[src/rsht_pkg.sv]
// Shared constants for the replay signal history table.
package rsht_pkg;

  localparam int HISTORY_DEPTH_DEF = 32;

  localparam int HASH_W   = 32;
  localparam int TIME_W   = 32;
  localparam int COUNT_W  = 8;
  localparam int CFG_IDX_W  = 8;
  localparam int CFG_DATA_W = 32;
  localparam int IN_DATA_W  = 64;
  localparam int OUT_DATA_W = 16;

  localparam logic [CFG_IDX_W-1:0] REG_WINDOW    = CFG_IDX_W'(0);
  localparam logic [CFG_IDX_W-1:0] REG_THRESHOLD = CFG_IDX_W'(1);

  localparam logic [TIME_W-1:0]  WINDOW_RST    = TIME_W'(60000);
  localparam logic [COUNT_W-1:0] THRESHOLD_RST = COUNT_W'(3);
  localparam logic [COUNT_W-1:0] COUNT_MAX     = {COUNT_W{1'b1}};

endpackage

[src/replay_signal_history_table_core.sv]
// Replay signal history table: ring of recent signal hashes with replay flagging.
//
// Each input transfer carries a signal hash and the current millisecond tick.
// The block scans the valid history entries in index order through one
// registered read port and one hash comparator, one entry per cycle. The first
// matching entry wins: if it was seen less than the window (register 0) ticks
// ago its count rises (saturating at 255), its time is refreshed and is_replay
// is set when the count reaches replay_threshold; a stale match changes
// nothing. With no match the entry at the ring head is written with count 1
// and the head advances. One result transfer follows every input transfer. An
// item is accepted, then scanned until the first match or the last entry, then
// its update and result are made once the result register is free. The input
// is ready only while the sequencer is idle. Configuration writes are always
// taken; write them only while idle.
module replay_signal_history_table_core #(
  parameter int HISTORY_DEPTH = rsht_pkg::HISTORY_DEPTH_DEF
) (
  input  logic                                clk,
  input  logic                                rst,
  // input stream
  input  logic                                s_tvalid,
  output logic                                s_tready,
  // [31:0] signal_hash, [63:32] now_ms
  input  logic [rsht_pkg::IN_DATA_W-1:0]      s_tdata,
  // result stream
  output logic                                m_tvalid,
  input  logic                                m_tready,
  // [0] is_replay, [1] newly_added, [9:2] times_seen, [15:10] zero
  output logic [rsht_pkg::OUT_DATA_W-1:0]     m_tdata,
  // configuration write channel
  input  logic                                cfg_valid,
  output logic                                cfg_ready,
  input  logic [rsht_pkg::CFG_IDX_W-1:0]      cfg_index,
  input  logic [rsht_pkg::CFG_DATA_W-1:0]     cfg_data
);

  localparam int IW = $clog2(HISTORY_DEPTH);
  localparam int CW = $clog2(HISTORY_DEPTH + 1);
  localparam logic [IW-1:0] LAST_IDX = IW'(HISTORY_DEPTH - 1);
  localparam logic [CW-1:0] DEPTH_CNT = CW'(HISTORY_DEPTH);

  localparam int HW = rsht_pkg::HASH_W;
  localparam int TW = rsht_pkg::TIME_W;
  localparam int NW = rsht_pkg::COUNT_W;

  typedef enum logic [2:0] {
    S_IDLE = 3'b001,
    S_SCAN = 3'b010,
    S_FIN  = 3'b100
  } state_t;

  state_t state;

  // configuration registers
  logic [TW-1:0] window_ticks;
  logic [NW-1:0] replay_threshold;

  // history storage: valid bits in flops, payload in memory
  logic [HISTORY_DEPTH-1:0] entry_valid;
  logic [HW-1:0] entry_hash  [HISTORY_DEPTH];
  logic [TW-1:0] entry_time  [HISTORY_DEPTH];
  logic [NW-1:0] entry_count [HISTORY_DEPTH];
  logic [IW-1:0] ring_head;

  // latched item
  logic [HW-1:0] key_hash;
  logic [TW-1:0] key_now;

  // scan pipeline
  logic [CW-1:0] issue;
  logic          rd_vld;
  logic [IW-1:0] rd_idx;
  logic [HW-1:0] rd_hash;
  logic [TW-1:0] rd_time;
  logic [NW-1:0] rd_count;
  logic          found;

  // result register
  logic          res_replay;
  logic          res_new;
  logic [NW-1:0] res_count;

  logic          in_xfer;
  logic          out_free;
  logic          hit;
  logic          last;
  logic          rd_en;
  logic [TW-1:0] age;
  logic          recent;
  logic [NW-1:0] count_upd;
  logic          wr_en;
  logic [IW-1:0] wr_addr;
  logic [TW-1:0] wr_time;
  logic [NW-1:0] wr_count;

  assign s_tready  = (state == S_IDLE);
  assign cfg_ready = 1'b1;
  assign in_xfer   = s_tvalid && s_tready;
  assign out_free  = !m_tvalid || m_tready;

  assign m_tdata = {{(rsht_pkg::OUT_DATA_W - NW - 2){1'b0}}, res_count, res_new, res_replay};

  // the one comparator of the scan: previous read against the key
  assign hit   = (state == S_SCAN) && rd_vld && entry_valid[rd_idx] && (rd_hash == key_hash);
  assign last  = rd_vld && (rd_idx == LAST_IDX);
  assign rd_en = (state == S_SCAN) && !hit && (issue < DEPTH_CNT);

  // age check on the matched entry
  always_comb begin
    age       = key_now - rd_time;
    recent    = age < window_ticks;
    count_upd = (rd_count == rsht_pkg::COUNT_MAX) ? rd_count : rd_count + NW'(1);
    wr_en     = (state == S_FIN) && out_free && (!found || recent);
    wr_addr   = found ? rd_idx : ring_head;
    wr_time   = key_now;
    wr_count  = found ? count_upd : NW'(1);
  end

  // history memory: one registered read, one write
  always_ff @(posedge clk) begin
    if (rd_en) begin
      rd_hash  <= entry_hash[issue[IW-1:0]];
      rd_time  <= entry_time[issue[IW-1:0]];
      rd_count <= entry_count[issue[IW-1:0]];
      rd_idx   <= issue[IW-1:0];
    end
    if (wr_en) begin
      entry_hash[wr_addr]  <= key_hash;
      entry_time[wr_addr]  <= wr_time;
      entry_count[wr_addr] <= wr_count;
    end
  end

  // latch the item on transfer
  always_ff @(posedge clk) begin
    if (in_xfer) begin
      key_hash <= s_tdata[HW-1:0];
      key_now  <= s_tdata[HW+TW-1:HW];
    end
  end

  // configuration
  always_ff @(posedge clk) begin
    if (rst) begin
      window_ticks     <= rsht_pkg::WINDOW_RST;
      replay_threshold <= rsht_pkg::THRESHOLD_RST;
    end else if (cfg_valid && cfg_ready) begin
      case (cfg_index)
        rsht_pkg::REG_WINDOW:    window_ticks     <= cfg_data[TW-1:0];
        rsht_pkg::REG_THRESHOLD: replay_threshold <= cfg_data[NW-1:0];
        default: ;
      endcase
    end
  end

  // sequencer
  always_ff @(posedge clk) begin
    if (rst) begin
      state       <= S_IDLE;
      entry_valid <= '0;
      ring_head   <= '0;
      issue       <= '0;
      rd_vld      <= 1'b0;
      found       <= 1'b0;
      m_tvalid    <= 1'b0;
    end else begin
      // drop tvalid after its transfer unless a new result loads this cycle
      if (m_tvalid && m_tready && !((state == S_FIN) && out_free)) begin
        m_tvalid <= 1'b0;
      end
      case (state)
        S_IDLE: begin
          if (in_xfer) begin
            issue  <= '0;
            rd_vld <= 1'b0;
            state  <= S_SCAN;
          end
        end
        S_SCAN: begin
          // advance the read pointer unless the scan stops here
          if (rd_en) begin
            issue <= issue + CW'(1);
          end
          rd_vld <= rd_en;
          if (hit) begin
            found <= 1'b1;
            state <= S_FIN;
          end else if (last) begin
            found <= 1'b0;
            state <= S_FIN;
          end
        end
        S_FIN: begin
          // hold until the result register is free
          if (out_free) begin
            m_tvalid <= 1'b1;
            if (found) begin
              res_new    <= 1'b0;
              res_replay <= recent && (count_upd >= replay_threshold);
              res_count  <= recent ? count_upd : rd_count;
            end else begin
              res_new                <= 1'b1;
              res_replay             <= 1'b0;
              res_count              <= NW'(1);
              entry_valid[ring_head] <= 1'b1;
              ring_head <= (ring_head == LAST_IDX) ? '0 : ring_head + IW'(1);
            end
            state <= S_IDLE;
          end
        end
        default: state <= S_IDLE;
      endcase
    end
  end

endmodule

[config.mk]
export PLATFORM = sky130hd
export DESIGN_NAME = replay_signal_history_table_core
export DESIGN_NICKNAME = d
export VERILOG_FILES = /design/src/rsht_pkg.sv /design/src/replay_signal_history_table_core.sv
export SDC_FILE = /design/constraint.sdc
export NUM_CORES = 2
export LEC_CHECK = 0
export BUFFER_PORTS_ARGS = -buffer_cell sky130_fd_sc_hd__buf_2
export CORE_MARGIN = 5
export CORE_UTILIZATION = 67
export CTS_CLUSTER_SIZE = 16
export DETAILED_ROUTE_END_ITERATION = 10
export PLACE_DENSITY_LB_ADDON = 0.15
export SLEW_MARGIN = 20
export SYNTH_ARGS = -nofsm -noshare
export SYNTH_HDL_FRONTEND = slang
export SYNTH_SLANG_ARGS = --single-unit
[constraint.sdc]
create_clock -name clk -period 13.3 [get_ports clk]
set_input_delay 0.665 -clock clk [delete_from_list [all_inputs] [get_ports clk]]
set_output_delay 0.665 -clock clk [all_outputs]
set_load 0.01 [all_outputs]
==> results.toml <==
[drt]
drc = 0
vias = 49580
drt-initial-drc-count = 7993
drt_wl_total_um = 259500
wl_met2_um = 124300
met3_length_um = 35300
wl_per_cell_um = 37.80
ant_nets = 0
firstDrtPassIters = 8
viasPerCell = 7.223
highest_layer = "met5"
wl_met1_um = 89910

[outcome]
status = "complete, no violations"

[critical_path]
path_delay_family = "compound AO/OA/AOI/OAI gates"
reg2reg_from = "key_now[17]$_DFFE_PP_"
r2r_cells = 18
end_kind = "flop"
crit_chain = "ha_1 > and3_1 > and2_1 > a221oi_1 > o211ai_1 > a21oi_1 > nor2_1 > a2111oi_0 > nor2_1 > ha_1 > a21o_1 > a21oi_1 > o21a_1 > o21ai_0 > a31oi_1 > nand3_1 > a21oi_4 > buf_4"
regToRegSetupSlack_ns = 5.43
critPathMaxFanout = 53
cp_num_buf_inv = 1
cp-start-kind = "flop"
critPathKind = "flop to flop"
cp_slowest_cell = "edfxtp_1"
rr_endpoint = "entry_count[16][5]$_DFFE_PP_"
cp.required_ns = 13.76
crit_arrival_ns = 8.33
slowest_delay_ns = 1.07

[timing]
final-max-slew-violation-count = 0
setup_tns_ns = 0
tightest_slew_ns = 1.216
finalClockSkew_ns = 0.04615
layout_min_cycle_time_ns = 7.871
slew_headroom = 0.1875
timing.final.crit_share = 0.5918
setup_viol = 0
whs_ns = 0.04563
hold_violations = 0
rsz0062_at_grt = "false"
fmax_mhz = 127.1

[power]
vdd_drop_max_mv = 0.1328
p_leak_nw = 34.59
power_mw = 18.16
power.internal_mw = 13.85
pwr-share-clk = 0.372
seq_power_share = 0.506
p_per_area_nw_per_um2 = 163.9
p_sw_frac = 0.2373
p_sw_mw = 4.309
power_frac_comb = 0.122

[placed_design]
port_buffers = 120
gp_congestion = 0.9085
dp_hpwl_um = 131200

[global_routing]
grtUsageTotal = 0.3386
gr-total-overflow = 0
grt_pass1_wl_um = 371400
antenna_found_initial = 18
grt_max_degree = 151
grt_pass1_vias = 50180

[final_layout]
fin_nets = 4931
post_route_cells_drive_above_1_share = 0.2952
area_delta_synth_final_pct = 12.23

[clock_tree]
cts_tree = "yes"
path_clk_slew_ns = 0.06
cts_buffer_depth = 3
cts_setup_buffers = 0
root_buffer = "clkbuf_16"
cts-resized-gates = 0
cts_buffers = 235
clock_latency_ns = 0.87
htree_levels = 4
cts.sinks = 2544

[die]
row_count = 140
boundaryPins = 128
core_um2 = 146100
die_x_um = 393.9
start_util = 0.6758
die_y_um = 393.9
dieArea_um2 = 155100

[yosys]
synth_area_per_cell_um2 = 22.47
synthFlopType = "edfxtp_1"
synthTopCellsByArea = "edfxtp_1 (75%), mux4_2 (17%), dfxtp_1 (1.8%)"
synthTopCellsByCount = "edfxtp_1 (2,455), mux4_2 (729), clkbuf_1 (150)"
ys_ff_latch = 2544
synth_edf_count = 2455
ys_types = 62
yosysMostFrequentCell = "edfxtp_1"
yosysTopAreaCell = "edfxtp_1"
netlist_instances = 4393
yosys.area.top_type_share = 0.7467
syn_area_um2 = 98730
ys_seq_area_frac = 0.7647
yosys_warnings = 0
async_flop_share = 0

[min_path]
holdCritPathClass = "primary input to flop"
min-delay-start = "cfg_data[11]"
min_to = "window_ticks[11]$_SDFFE_PP1P_"
hold_depth = 2

[flow_run]
maxCapViolCount = 0
-- sequential cells by signal, indices dropped and copies added (netlist names), 3 cells and up --
| register | flops |
|---|---|
| res_count | 8 |
| entry_hash | 1024 |
| window_ticks | 32 |
| rd_time | 32 |
| entry_time | 1024 |
| issue | 6 |
| key_hash | 32 |
| entry_count | 256 |
| rd_hash | 32 |
| rd_count | 8 |
| rd_idx | 5 |
| key_now | 32 |
| replay_threshold | 8 |
| state | 3 |
| entry_valid | 32 |
| ring_head | 5 |
-- worst register-to-register path: cells and delay by family (launching register included) --
kind	cells	cell delay, ns
AOI/OAI and AO/OA	10	3.52
adders and majority gates	2	0.76
and+or+nand+nor	5	1.10
buffers and inverters	1	0.89
DFF	1	1.07
-- metal layers --
metal,GRT usage,vias up
met3,0.08531,554
met5,0,-
met1,0.4854,25680
li1,-,19160
met2,0.5297,4178
met4,0.1088,10
-- power by group through the flow --
stage	clock (mW)	sequential [mW]	combinational, mW
3_3_place_gp	0	9.37	2.10
2_1_floorplan	0	9.44	1.37
4_1_cts	6.79	9.21	2.18
6_report	6.75	9.19	2.22
3_5_place_dp	0	9.38	2.12
5_1_grt	7.18	9.20	2.36
-- worst max-delay path by stage --
stage	start	end	slack, ns	depth (start not counted)
global placement	key_now[1]$_DFFE_PP_	entry_hash[20][13]$_DFFE_PP_	5.70	18
finish	key_now[17]$_DFFE_PP_	entry_count[16][5]$_DFFE_PP_	5.43	18
CTS	key_now[1]$_DFFE_PP_	entry_hash[20][16]$_DFFE_PP_	5.49	18
global route	key_now[15]$_DFFE_PP_	entry_count[16][5]$_DFFE_PP_	5.12	18
floorplan	key_now[1]$_DFFE_PP_	entry_count[18][0]$_DFFE_PP_	4.86	18
detailed placement	key_now[15]$_DFFE_PP_	entry_hash[20][4]$_DFFE_PP_	5.57	18
-- cell families after synthesis --
family / synth area share
flops: 0.7647
buf+inv: 0.01187
simple gates: 0.01616
fa+ha+maj: 0.009961
mux: 0.1761
compound gates: 0.01551
other cells: 0.00007606
xor+xnor: 0.005589
-- stage by stage --
stage	util	setup WS (ns)	cells	cell area (µm²)
floorplan	-	4.860	4398	98750
finish	0.7585	5.429	6864	110800
CTS	0.7575	5.486	6852	110700
global placement	0.7008	5.703	6358	102400
global route	0.7584	5.118	6860	110800
detailed placement	0.7009	5.566	6358	102400
-- cells in the final DEF, fill, tap and decap left out, types with 24 or more instances in the layout --
master | synthesis | layout
edfxtp_1 | 2455 | 2455
o21ai_0 | 29 | 29
a21o_1 | 24 | 24
nand3_1 | 27 | 27
inv_1 | 86 | 85
a21oi_1 | 142 | 110
buf_2 | 4 | 120
xor2_1 | 44 | 44
a21oi_4 | 0 | 32
nor2_1 | 90 | 89
nand2_1 | 100 | 100
dfxtp_1 | 89 | 84
clkbuf_16 | 0 | 243
clkbuf_1 | 150 | 53
ha_1 | 77 | 77
mux4_2 | 729 | 729
clkinv_2 | 0 | 43
mux2_2 | 74 | 74
buf_4 | 9 | 132
clkinv_1 | 0 | 48
dlygate4sd3_1 | 0 | 58
-- cell type report --
type                       instances  area (µm²)
clock buffer                     299        6321
sequential                      2544       75520
timing repair buffer             323        2417
inverter                          86       325.3
antenna                            4       10.01
fill                            7255       35280
tap                             1917        2399
clock inverter                   137        1364
multi-input combinational       1554       22450
-- repair_timing --
action,CTS,global route
endpoints found under the setup margin,0,0
hold endpoints to repair,58,0
hold buffers,58,0
Note: power is estimated with default switching activity, not from simulation.
